**src/rtl/thc_pkg.sv**
```systemverilog
// ----------------------------------------------------------------------------
// thc_pkg: shared types and constants for the tilt compensated heading block
// Fixed-point formats, transfer payload types, arctangent table, Q30 multiply.
// ----------------------------------------------------------------------------
package thc_pkg;

    localparam int SAMPLE_WIDTH = 16;
    localparam int PRE_SHIFT    = 46 - SAMPLE_WIDTH;
    // vector datapath, angle, sine/cosine and multiplier operand widths
    localparam int VW = 52;
    localparam int AW = 34;
    localparam int CW = 33;
    localparam int MW = 48;
    localparam int TABLE_LEN = 24;

    localparam logic signed [AW-1:0] PI_Q30      = 34'sd3373259426;
    localparam logic signed [AW-1:0] HALF_PI_Q30 = 34'sd1686629713;
    localparam logic signed [CW-1:0] GAIN_Q30    = 33'sd652032874;

    localparam logic [15:0] TARGET_RESET = 16'd17500;

    typedef logic signed [SAMPLE_WIDTH-1:0] t_sample;
    typedef logic signed [15:0]             t_centideg;

    typedef struct packed {
        t_sample accel_x;
        t_sample accel_y;
        t_sample accel_z;
        t_sample mag_x;
        t_sample mag_y;
        t_sample mag_z;
    } t_in_item;

    typedef struct packed {
        t_centideg heading_now;
        t_centideg turn_error;
    } t_out_item;

    // truncated Q30 arctangent of 2^-idx
    function automatic logic signed [AW-1:0] atan_q30(input int unsigned idx);
        logic signed [AW-1:0] v;
        case (idx)
            0:       v = 34'sh03243F6A8;
            1:       v = 34'sh01DAC6705;
            2:       v = 34'sh00FADBAFC;
            3:       v = 34'sh007F56EA6;
            4:       v = 34'sh003FEAB76;
            5:       v = 34'sh001FFD55B;
            6:       v = 34'sh000FFFAAA;
            7:       v = 34'sh0007FFF55;
            8:       v = 34'sh0003FFFEA;
            9:       v = 34'sh0001FFFFD;
            10:      v = 34'sh0000FFFFF;
            11:      v = 34'sh00007FFFF;
            12:      v = 34'sh00003FFFF;
            13:      v = 34'sh00001FFFF;
            14:      v = 34'sh00000FFFF;
            15:      v = 34'sh000007FFF;
            16:      v = 34'sh000003FFF;
            17:      v = 34'sh000001FFF;
            18:      v = 34'sh000000FFF;
            19:      v = 34'sh0000007FF;
            20:      v = 34'sh0000003FF;
            21:      v = 34'sh0000001FF;
            22:      v = 34'sh0000000FF;
            23:      v = 34'sh00000007F;
            default: v = '0;
        endcase
        return v;
    endfunction

    // floor(floor(a / 2^15) * b / 2^15)
    function automatic logic signed [MW-1:0] mul_q30(input logic signed [MW-1:0] a,
                                                     input logic signed [CW-1:0] b);
        logic signed [MW-16:0]       a_sh;
        logic signed [MW-15+CW-1:0]  p;
        a_sh = $signed(a[MW-1:15]);
        p    = a_sh * b;
        return p[MW+14:15];
    endfunction

endpackage

```
**src/rtl/thc_deg.sv**
```systemverilog
// ----------------------------------------------------------------------------
// thc_deg: angle to hundredths of a degree and wrapped turn error
// Divides by pi through a reciprocal estimate with a two-step correction.
// ----------------------------------------------------------------------------
module thc_deg
    import thc_pkg::*;
(
    input  logic                 i_clk,
    input  logic                 i_rst_n,
    input  logic                 i_en,
    input  logic                 i_valid,
    input  logic signed [AW-1:0] i_z,
    input  t_centideg            i_target,
    output logic                 o_valid,
    output t_out_item            o_item
);

    // floor(18000 * 2^48 / pi_q30), an under-estimate of the reciprocal
    localparam logic [63:0] RECIP64 = (64'd18000 << 48) / 64'd3373259426;
    localparam logic [30:0] RECIP   = RECIP64[30:0];
    localparam logic [46:0] HALF_PI = 47'd1686629713;
    localparam logic [46:0] PI_U    = 47'd3373259426;
    localparam logic [46:0] TWO_PI  = 47'd6746518852;
    localparam logic [15:0] LIMIT   = 16'd18000;

    logic [4:0]  r_v;
    logic        r_neg0, r_neg1, r_neg2;
    logic [31:0] r_abs;
    logic [14:0] r_q0, r_q0b;
    logic [46:0] r_num, r_num2, r_qpi;
    t_centideg   r_h, r_h_out, r_err;

    logic signed [AW-1:0] n_abs;
    logic [62:0]          n_est;
    logic [46:0]          n_num, n_rem;
    logic [15:0]          n_q, n_qc;
    logic signed [16:0]   n_e;

    always_comb begin
        n_abs = (i_z < 0) ? -i_z : i_z;
        n_est = 63'(r_abs) * 63'(RECIP);
        n_num = 47'(r_abs) * 47'd18000 + HALF_PI;
        n_rem = r_num2 - r_qpi;
        n_q   = 16'(r_q0b);
        if (n_rem >= TWO_PI) begin
            n_q = 16'(r_q0b) + 16'd2;
        end else if (n_rem >= PI_U) begin
            n_q = 16'(r_q0b) + 16'd1;
        end
        n_qc = (n_q > LIMIT) ? LIMIT : n_q;
        // wrap target minus heading into one half turn either way
        n_e = 17'(i_target) - 17'(r_h);
        if (n_e > 17'sd18000) begin
            n_e = n_e - 17'sd36000;
        end else if (n_e < -17'sd18000) begin
            n_e = n_e + 17'sd36000;
        end
    end

    always_ff @(posedge i_clk) begin
        if (!i_rst_n) begin
            r_v <= '0;
        end else if (i_en) begin
            r_v <= {r_v[3:0], i_valid};
        end
    end

    always_ff @(posedge i_clk) begin
        if (i_en) begin
            r_abs   <= n_abs[31:0];
            r_neg0  <= i_z < 0;
            r_q0    <= n_est[62:48];
            r_num   <= n_num;
            r_neg1  <= r_neg0;
            r_q0b   <= r_q0;
            r_qpi   <= 47'(r_q0) * PI_U;
            r_num2  <= r_num;
            r_neg2  <= r_neg1;
            r_h     <= r_neg2 ? -$signed(n_qc) : $signed(n_qc);
            r_h_out <= r_h;
            r_err   <= n_e[15:0];
        end
    end

    assign o_valid            = r_v[4];
    assign o_item.heading_now = r_h_out;
    assign o_item.turn_error  = r_err;

endmodule

```
**config.mk**
```make
export PLATFORM = sky130hd
export DESIGN_NAME = thc_deg
export DESIGN_NICKNAME = d
export VERILOG_FILES = /design/src/rtl/thc_pkg.sv /design/src/rtl/thc_deg.sv
export SDC_FILE = /design/constraint.sdc
export NUM_CORES = 2
export LEC_CHECK = 0
export BUFFER_PORTS_ARGS = -buffer_cell sky130_fd_sc_hd__buf_2
export CAP_MARGIN = 20
export CORE_MARGIN = 3
export CORE_UTILIZATION = 45
export CTS_CLUSTER_SIZE = 40
export DETAILED_ROUTE_END_ITERATION = 8
export HOLD_SLACK_MARGIN = 0.05
export PLACE_DENSITY_LB_ADDON = 0.2
export REMOVE_ABC_BUFFERS = 1
export SLEW_MARGIN = 0
export SYNTH_ARGS = -nofsm -noshare
export SYNTH_HDL_FRONTEND = slang
export SYNTH_SLANG_ARGS = --single-unit
```
**constraint.sdc**
```tcl
create_clock -name i_clk -period 8.45 [get_ports i_clk]
set_input_delay 0 -clock i_clk [delete_from_list [all_inputs] [get_ports i_clk]]
set_output_delay 0 -clock i_clk [all_outputs]
set_load 0.005 [all_outputs]
```
==> results.json <==
{
  "vias": 28940,
  "skew_ns": 0.02648,
  "globalRoute.totalOverflow": 0,
  "yosysTopAreaCellShare_pct": 29.26,
  "final.period_utilization_pct": 96.07,
  "synth_seq_cells": 246,
  "fmax_mhz": 123.2,
  "cts_tree": "built",
  "synthArstFlopShare_pct": 0,
  "grt_max_degree": 73,
  "viasPerCell": 5.129,
  "track_usage_pct": 22.50,
  "fp.dieH_microns": 312.0,
  "crit_buf_inv": 2,
  "coreArea_sq_um": 92220,
  "tightest_slew_ns": 0.8798,
  "cts.clk_slew.worst_paths_ns": 0.08,
  "cts.path.max_buffers": 3,
  "diodes": 0,
  "insertion_delay_ns": 0.63,
  "synth.distinct_cells": 97,
  "synth-edff-count": 241,
  "yosys.cell_count.top_type": "inv_1",
  "dpl.hpwl_mm": 93.15,
  "drt-wirelength-per-cell_microns": 19.05,
  "worstSetupEndpointType": "register",
  "synth_top_cell_by_area": "fa_1",
  "required_ns": 8.81,
  "synth.cell_area_sq_um": 42150,
  "ys_warn_count": 0,
  "die_x_microns": 312.0,
  "critical_path_arrival_ns": 8.48,
  "hold_slack_ns": 0.1335,
  "place_congestion": 0.9520,
  "startpoint_type": "register",
  "cts_max_level": 1,
  "crit_path_top_delay_cell": "edfxtp_1",
  "outcome": "finished clean",
  "synth_common_cells": "1083 x inv_1, 737 x ha_1, 616 x fa_1",
  "layout-drive-gt1-share_pct": 6.388,
  "max-slew-margin-rel_pct": 41.35,
  "portBuffers": 85,
  "clock-sinks": 246,
  "synth_area_per_cell_sq_um": 10.20,
  "finalHoldViolations": 0,
  "setup_viol": 0,
  "synth-seq-area-share_pct": 17.41,
  "grt_pass1_vias": 30460,
  "slew_violations": 0,
  "fin_nets": 5784,
  "slowest_delay_ns": 0.58,
  "synth_cells": 4134,
  "numCtsBuffers": 30,
  "worst-path-max-fanout": 6,
  "holdCritPathClass": "in2reg",
  "syn2layout_area_growth_pct": 10.12,
  "die_area_sq_um": 97370,
  "synthTopCellsByArea": "fa_1 29%, ha_1 22%, edfxtp_1 17%, inv_1 9.6%, xnor2_1 3.2%",
  "ios": 87,
  "grt_first_pass_wirelength_mm": 170.7,
  "max_cap_violations": 0,
  "synth_flop_cell": "edfxtp_1",
  "ant_nets": 0,
  "antenna_found_initial": 1,
  "drtPass1Iterations": 5,
  "dpl_cell_area_sq_um": 44650,
  "min_period_ns": 8.118,
  "rsz0062_at_grt": "no",
  "ctsRootBufferMaster": "clkbuf_16",
  "finalInstanceArea_sq_um": 46410,
  "critical-path-top-delay-family": "adder cells",
  "routed_wl_mm": 107.5,
  "cp_common_cell": "a21o_1",
  "drtIter0Drc": 1481,
  "initial_core_util_pct": 45.71,
  "worstSetupPathType": "reg2reg",
  "drc_errors": 0,
  "rows": 111
}
[registers in the layout, summed over array words and instances (netlist names)]
register / flops
r_v: 5
r_num2: 43
r_h: 16
r_q0: 15
r_neg0: 1
r_qpi: 42
r_neg1: 1
r_num: 43
r_neg2: 1
r_h_out: 16
r_q0b: 15
r_err: 16
r_abs: 32
[cells by family after synthesis]
logic type | after synthesis | share of synthesized area, %
flip-flops | 246 | 17.41
AND/OR/NAND/NOR | 606 | 7.279
multiplexers | 22 | 0.5491
AO/OA/AOI/OAI | 591 | 9.505
XOR/XNOR | 199 | 4.135
buffers and inverters | 1117 | 9.989
adder cells (fa/ha/maj) | 1353 | 51.14
[repair_timing]
action | 4_1_cts | 5_1_grt
resized for setup | 1 | 6
hold endpoints to repair | 85 | 0
hold buffers | 67 | 0
setup endpoints to repair | 2 | 8
cloned | 0 | 0
setup buffers | 0 | 8
[layer usage]
metal	GRT usage (%)	share of wire (%)	vias to the layer above
met5	0	0	-
met4	5.660	2.8	0
met3	2.725	4.5	121
met2	37.97	47	562
met1	30.85	45	14250
li1	-	-	14000
[per-stage QoR]
step	worst slack, ns	instances	setup TNS, ns	util, %
6_report	0.3323	5642	0	50.33
5_1_grt	0.005031	5642	0	50.33
4_1_cts	0.02022	5634	0	50.24
3_5_place_dp	-0.1225	5513	-0.2187	48.41
3_3_place_gp	-0.09393	5513	-0.1735	48.41
2_1_floorplan	0.3362	4100	0	-
[cell usage in the layout, fill, tap and decap left out, types with 55 or more instances in the layout]
cell type and count:
buf_2 84, nand3_1 55, inv_1 1083, dlygate4sd3_1 67
ha_1 736, nor2_1 141, o21ai_0 114, a21o_1 61
edfxtp_1 241, nand2_1 138, xnor2_1 155, fa_1 616
buf_4 92, a21oi_1 156
[layout make-up]
type,instances,area [sq um]
well taps,1243,1555
inverters,1083,4065
clock buffers,34,765.7
multi-input cells,2771,30630
repair buffers,245,1817
clock inverters,20,247.7
flip-flops and latches,246,7337
fillers,8548,45810
[worst reg2reg max path: cells and delay by family (launching register included)]
family	cells	cell delay [ns]
fa+ha+maj	9	4.07
mux	1	0.21
compound gates	14	2.70
flops	1	0.58
simple gates	2	0.15
buf+inv	2	0.14
[path summary, 6_finish.rpt]
kind                                           from              endpoint  slack, ns  cells past startpoint
worst max-delay path            r_abs[27]$_DFFE_PP_     r_q0[8]$_DFFE_PP_       0.33                     28
worst min-delay path                         i_z[0]    r_abs[0]$_DFFE_PP_       0.13                      2
worst max register to register  r_abs[27]$_DFFE_PP_     r_q0[8]$_DFFE_PP_       0.33                     28
worst min register to register  r_num[43]$_DFFE_PP_  r_num2[43]$_DFFE_PP_       0.41                      0
Power is left out: the tool's default activity adds up to more than one toggle a clock period on the data nets, which glitch-free logic cannot reach.
