===== config.mk =====
export PLATFORM = sky130hd
export DESIGN_NAME = thc_rotate
export DESIGN_NICKNAME = d
export VERILOG_FILES = /design/src/rtl/thc_pkg.sv /design/src/rtl/thc_rotate.sv
export SDC_FILE = /design/constraint.sdc
export NUM_CORES = 2
export LEC_CHECK = 0
export BUFFER_PORTS_ARGS = -buffer_cell sky130_fd_sc_hd__buf_2
export CORE_MARGIN = 3
export CORE_UTILIZATION = 28
export CTS_CLUSTER_DIAMETER = 120
export DETAILED_ROUTE_END_ITERATION = 8
export GPL_ROUTABILITY_DRIVEN = 0
export PLACE_DENSITY = 0.51
export SLEW_MARGIN = 20
export SYNTH_ARGS = -nofsm -noshare
export SYNTH_HDL_FRONTEND = slang
export SYNTH_SLANG_ARGS = --single-unit

===== constraint.sdc =====
create_clock -name i_clk -period 10.4 [get_ports i_clk]
set_clock_uncertainty 0.1 [all_clocks]
set_input_delay 2.08 -clock i_clk [delete_from_list [all_inputs] [get_ports i_clk]]
set_output_delay 2.08 -clock i_clk [all_outputs]
set_load 0.02 [all_outputs]

===== src/rtl/thc_pkg.sv =====
// ----------------------------------------------------------------------------
// thc_pkg: shared types and constants for the tilt compensated heading block
// Fixed-point formats, transfer payload types, arctangent table, Q30 multiply.
// ----------------------------------------------------------------------------
package thc_pkg;

    localparam int SAMPLE_WIDTH = 16;
    localparam int PRE_SHIFT    = 46 - SAMPLE_WIDTH;
    // vector datapath, angle, sine/cosine and multiplier operand widths
    localparam int VW = 52;
    localparam int AW = 34;
    localparam int CW = 33;
    localparam int MW = 48;
    localparam int TABLE_LEN = 24;

    localparam logic signed [AW-1:0] PI_Q30      = 34'sd3373259426;
    localparam logic signed [AW-1:0] HALF_PI_Q30 = 34'sd1686629713;
    localparam logic signed [CW-1:0] GAIN_Q30    = 33'sd652032874;

    localparam logic [15:0] TARGET_RESET = 16'd17500;

    typedef logic signed [SAMPLE_WIDTH-1:0] t_sample;
    typedef logic signed [15:0]             t_centideg;

    typedef struct packed {
        t_sample accel_x;
        t_sample accel_y;
        t_sample accel_z;
        t_sample mag_x;
        t_sample mag_y;
        t_sample mag_z;
    } t_in_item;

    typedef struct packed {
        t_centideg heading_now;
        t_centideg turn_error;
    } t_out_item;

    // truncated Q30 arctangent of 2^-idx
    function automatic logic signed [AW-1:0] atan_q30(input int unsigned idx);
        logic signed [AW-1:0] v;
        case (idx)
            0:       v = 34'sh03243F6A8;
            1:       v = 34'sh01DAC6705;
            2:       v = 34'sh00FADBAFC;
            3:       v = 34'sh007F56EA6;
            4:       v = 34'sh003FEAB76;
            5:       v = 34'sh001FFD55B;
            6:       v = 34'sh000FFFAAA;
            7:       v = 34'sh0007FFF55;
            8:       v = 34'sh0003FFFEA;
            9:       v = 34'sh0001FFFFD;
            10:      v = 34'sh0000FFFFF;
            11:      v = 34'sh00007FFFF;
            12:      v = 34'sh00003FFFF;
            13:      v = 34'sh00001FFFF;
            14:      v = 34'sh00000FFFF;
            15:      v = 34'sh000007FFF;
            16:      v = 34'sh000003FFF;
            17:      v = 34'sh000001FFF;
            18:      v = 34'sh000000FFF;
            19:      v = 34'sh0000007FF;
            20:      v = 34'sh0000003FF;
            21:      v = 34'sh0000001FF;
            22:      v = 34'sh0000000FF;
            23:      v = 34'sh00000007F;
            default: v = '0;
        endcase
        return v;
    endfunction

    // floor(floor(a / 2^15) * b / 2^15)
    function automatic logic signed [MW-1:0] mul_q30(input logic signed [MW-1:0] a,
                                                     input logic signed [CW-1:0] b);
        logic signed [MW-16:0]       a_sh;
        logic signed [MW-15+CW-1:0]  p;
        a_sh = $signed(a[MW-1:15]);
        p    = a_sh * b;
        return p[MW+14:15];
    endfunction

endpackage


===== src/rtl/thc_rotate.sv =====
// ----------------------------------------------------------------------------
// thc_rotate: pipelined CORDIC in rotation mode
// Gives Q30 cosine and sine of a Q30 angle, gain folded into the start vector.
// ----------------------------------------------------------------------------
module thc_rotate
    import thc_pkg::*;
#(
    parameter int STAGES = 16,
    parameter int SIDE_W = 1
) (
    input  logic                 i_clk,
    input  logic                 i_rst_n,
    input  logic                 i_en,
    input  logic                 i_valid,
    input  logic signed [AW-1:0] i_z,
    input  logic [SIDE_W-1:0]    i_side,
    output logic                 o_valid,
    output logic signed [CW-1:0] o_cos,
    output logic signed [CW-1:0] o_sin,
    output logic [SIDE_W-1:0]    o_side
);

    logic                 r_v    [0:STAGES];
    logic                 r_neg  [0:STAGES];
    logic signed [CW-1:0] r_x    [0:STAGES];
    logic signed [CW-1:0] r_y    [0:STAGES];
    logic signed [AW-1:0] r_z    [0:STAGES];
    logic [SIDE_W-1:0]    r_side [0:STAGES];

    logic                 r_out_v;
    logic signed [CW-1:0] r_cos, r_sin;
    logic [SIDE_W-1:0]    r_out_side;

    logic signed [AW-1:0] n_z0;
    logic                 n_neg0;

    // bring the angle into the right half-plane, flip the result later
    always_comb begin
        n_z0   = i_z;
        n_neg0 = 1'b0;
        if (i_z > HALF_PI_Q30) begin
            n_z0   = i_z - PI_Q30;
            n_neg0 = 1'b1;
        end else if (i_z < -HALF_PI_Q30) begin
            n_z0   = i_z + PI_Q30;
            n_neg0 = 1'b1;
        end
    end

    always_ff @(posedge i_clk) begin
        if (!i_rst_n) begin
            r_v[0]  <= 1'b0;
            r_out_v <= 1'b0;
        end else if (i_en) begin
            r_v[0]  <= i_valid;
            r_out_v <= r_v[STAGES];
        end
    end

    always_ff @(posedge i_clk) begin
        if (i_en) begin
            r_x[0]     <= GAIN_Q30;
            r_y[0]     <= '0;
            r_z[0]     <= n_z0;
            r_neg[0]   <= n_neg0;
            r_side[0]  <= i_side;
            r_cos      <= r_neg[STAGES] ? -r_x[STAGES] : r_x[STAGES];
            r_sin      <= r_neg[STAGES] ? -r_y[STAGES] : r_y[STAGES];
            r_out_side <= r_side[STAGES];
        end
    end

    for (genvar k = 0; k < STAGES; k++) begin : g_stage
        logic signed [CW-1:0] n_x, n_y;
        logic signed [AW-1:0] n_z;

        always_comb begin
            if (r_z[k] >= 0) begin
                n_x = r_x[k] - (r_y[k] >>> k);
                n_y = r_y[k] + (r_x[k] >>> k);
                n_z = r_z[k] - atan_q30(k);
            end else begin
                n_x = r_x[k] + (r_y[k] >>> k);
                n_y = r_y[k] - (r_x[k] >>> k);
                n_z = r_z[k] + atan_q30(k);
            end
        end

        always_ff @(posedge i_clk) begin
            if (!i_rst_n) begin
                r_v[k+1] <= 1'b0;
            end else if (i_en) begin
                r_v[k+1] <= r_v[k];
            end
        end

        always_ff @(posedge i_clk) begin
            if (i_en) begin
                r_x[k+1]    <= n_x;
                r_y[k+1]    <= n_y;
                r_z[k+1]    <= n_z;
                r_neg[k+1]  <= r_neg[k];
                r_side[k+1] <= r_side[k];
            end
        end
    end

    assign o_valid = r_out_v;
    assign o_cos   = r_cos;
    assign o_sin   = r_sin;
    assign o_side  = r_out_side;

endmodule


==> summary.txt <==
Run status
  • Outcome: finished, final reports clean

Route
  • Drt initial violations: 5907
  • DRC: 0
  • Drt pass-1 iters: 6
  • DR vias: 104k
  • ANT nets after route: 0
  • Routed wire length: 376 mm
  • Via/cell ratio: 5.07
  • Drt wl/cell: 18.4 um

Global routing
  • Grt ovf: 0
  • Vias in the first global route: 101k
  • Initial antenna violation count: 4
  • Gr usage total: 0.151
  • Global-route wire length before repair: 584 mm
  • Largest net degree at the start of global routing: 165

Floorplan
  • Chip height: 695 um
  • Die area: 483000 sq um
  • Starting Density: 0.281
  • I/O pin count: 107
  • Core area: 472000 sq um
  • Die Wd: 695 um
  • Row Count: 252

Critical path
  • Required time worst endpoint: 11.01 ns
  • Type of origin of the critical path: flip-flop
  • CP Class: flip-flop to flip-flop
  • Worst-path fanout max: 34
  • Crit path DAT: 7.13 ns
  • Crit. End Element: flip-flop

Yosys
  • Yosys reg bits: 1596
  • Top cells by area, synth: edfxtp_1 (36%), ha_1 (13%), xnor2_1 (8.2%)
  • Mapped cell area: 133000 sq um
  • Number of synthesized flops with an enable pin: 1594
  • Yosys cell types: 98
  • Synth warnings: 0
  • Sequential-to-total area share from yosys stat: 0.361
  • Ys async rst share: 0
  • Post-Syn Instances: 13.9k
  • Most common flop cell mapped by yosys: edfxtp_1
  • Post-synth top area share: 0.360
  • Avg Inst Size Synth: 9.55 sq um
  • Area leader, netlist: edfxtp_1
  • Commonest cells in the netlist: edfxtp_1 (1594), ha_1 (1418), a21oi_1 (1248), xnor2_1 (1248), nor2_1 (1048)
  • Top-count cell post-synth: edfxtp_1
  • Syn nets: 15.4k

Finish
  • Final Non-Filler Cells: 20.4k
  • Layout area overhead: 11.3%
  • Number of fill cells in the layout: 48.8k
  • Net count, final: 15.6k
  • Layout cell share with drive strength beyond 1: 0.0488

Place
  • Placed Cells: 20.1k
  • Port bufs: 106
  • Hpwl dp: 302 mm

Clock network
  • Post-CTS Resized: 0
  • Cts bufs inserted: 201
  • CTS clock-pin slew for the worst setup and hold paths: 0.06 ns
  • H-tree levels: 4
  • CTS Buffer Depth: 4
  • CTS Hold Bufs: 0
  • Total setup buffers inserted after CTS: 0
  • Root Buffer: clkbuf_16
  • Clk_lat worst skew: 0.93 ns
  • CTS tree: done
  • CTS sink cnt: 1596

STA
  • Final Hold Vio Count: 0
  • Slew headroom: 0.228
  • Final slew viol count: 0
  • Ratio of final minimum period to clock period: 0.627
  • Setup_tns: 0 ns
  • Worst-Margin Slew: 1.15 ns
  • Min cycle time layout: 6.52 ns
  • RSZ-0062 raised after global routing: false
  • Final setup fails: 0
  • Max Fclk: 153 MHz

Min path
  • Hold Crit Class: flip-flop to flip-flop

Flow run
  • Maxcap violations: 0
## per-layer routing
metal,GRT usage,part of all wire,vias to the layer above
met1,0.180,0.43,49000
met4,0.0537,0.039,0
met5,0,0,-
met3,0.0133,0.029,575
met2,0.279,0.51,1660
li1,-,-,52500
## layout make-up
type	instances	area, sq um	share of cell area
clock inverters	151	1830	0.0124
flip-flops and latches	1596	47900	0.324
inverters	647	2430	0.0164
multi-input cells	11400	81800	0.553
clock buffers	218	5110	0.0346
well taps	6223	7790	0.0526
diodes	4	10.0	0.0000677
repair buffers	168	1070	0.00726
## stage by stage
| stage | hold WS, ns | worst slack [ns] | area, sq um | utilization |
|---|---|---|---|---|
| detailed placement | 0.305 | 3.76 | 141000 | 0.299 |
| floorplan | 0.300 | 5.07 | 133000 | - |
| CTS | 0.313 | 3.77 | 148000 | 0.313 |
| global placement | 0.302 | 3.65 | 141000 | 0.299 |
| global route | 0.318 | 3.28 | 148000 | 0.313 |
| finish | 0.312 | 3.88 | 148000 | 0.313 |
## cell usage in the layout, fill, tap and decap left out, types with 39 or more instances in the layout
cell type  Yosys  final
o211ai_1      89     89
o21a_1       229    229
and4_1        40     40
ha_1        1418   1418
o31ai_1      215    215
a211oi_1     135    134
buf_2          5    105
and3_1       142    142
a21oi_1     1248   1248
a21boi_0      65     65
or3_1        137    137
nand3_1      272    272
o21bai_1     141    141
o41ai_1       88     88
nor2b_1      193    193
a211o_1       39     39
mux2i_1       39     39
and2_1        69     69
nor3_1       351    351
nand4_1      122    122
nand2b_1     238    238
inv_1        639    639
or2_2         61     61
clkbuf_16      0    202
edfxtp_1    1594   1594
buf_4          0     57
a31oi_1      103    103
fa_1          44     44
or4_1         83     83
xor2_1       613    613
xnor2_1     1248   1248
nor2_1      1048   1035
nor4_1       188    187
o21ai_0      852    851
nand2_1      821    821
a21o_1       578    578
## path summary, 6_finish.rpt
check,startpoint,end,slack (ns),depth (start not counted)
hold reg to reg,r_neg[1][5],r_neg[1][6],0.31,0
setup reg to reg,r_z[0][339],r_x[0][360],3.88,21
setup / recovery,r_z[0][339],r_x[0][360],3.88,21
hold / removal,r_neg[1][5],r_neg[1][6],0.31,0
## logic make-up after synthesis
group / share of synthesized area
DFF: 0.361
AOI/OAI and AO/OA: 0.202
muxes: 0.00523
xor gates and xnor gates: 0.123
buffers and inverters: 0.0246
and+or+nand+nor: 0.144
adders and majority gates: 0.140
## flip-flops by register name, indices dropped and copies added, names as in the netlist
name     count
o_cos       33
r_z        511
r_v         17
o_sin       33
r_neg       17
o_side       1
r_x        470
r_side      17
r_y        496
o_valid      1
## worst max-delay path, cell delays in order (launching register included)
cell and delay (ns):
edfxtp_1 0.39, inv_1 0.15, ha_1 0.16, nor4b_1 0.30
nand4_1 0.18, nor4_1 0.24, and4_1 0.36, nor2_4 0.05
clkinv_1 0.42, buf_4 0.45, nor2_1 0.10, xnor2_1 0.14
ha_1 0.33, nor2b_1 0.15, o31a_1 0.28, o311a_1 0.36
o21a_1 0.20, o31ai_1 0.66, nand4_1 0.27, a31oi_1 0.40
o21ai_0 0.27, o311ai_0 0.36
Power is left out: the tool's default activity adds up to more than one toggle a clock period on the data nets, which glitch-free logic cannot reach.
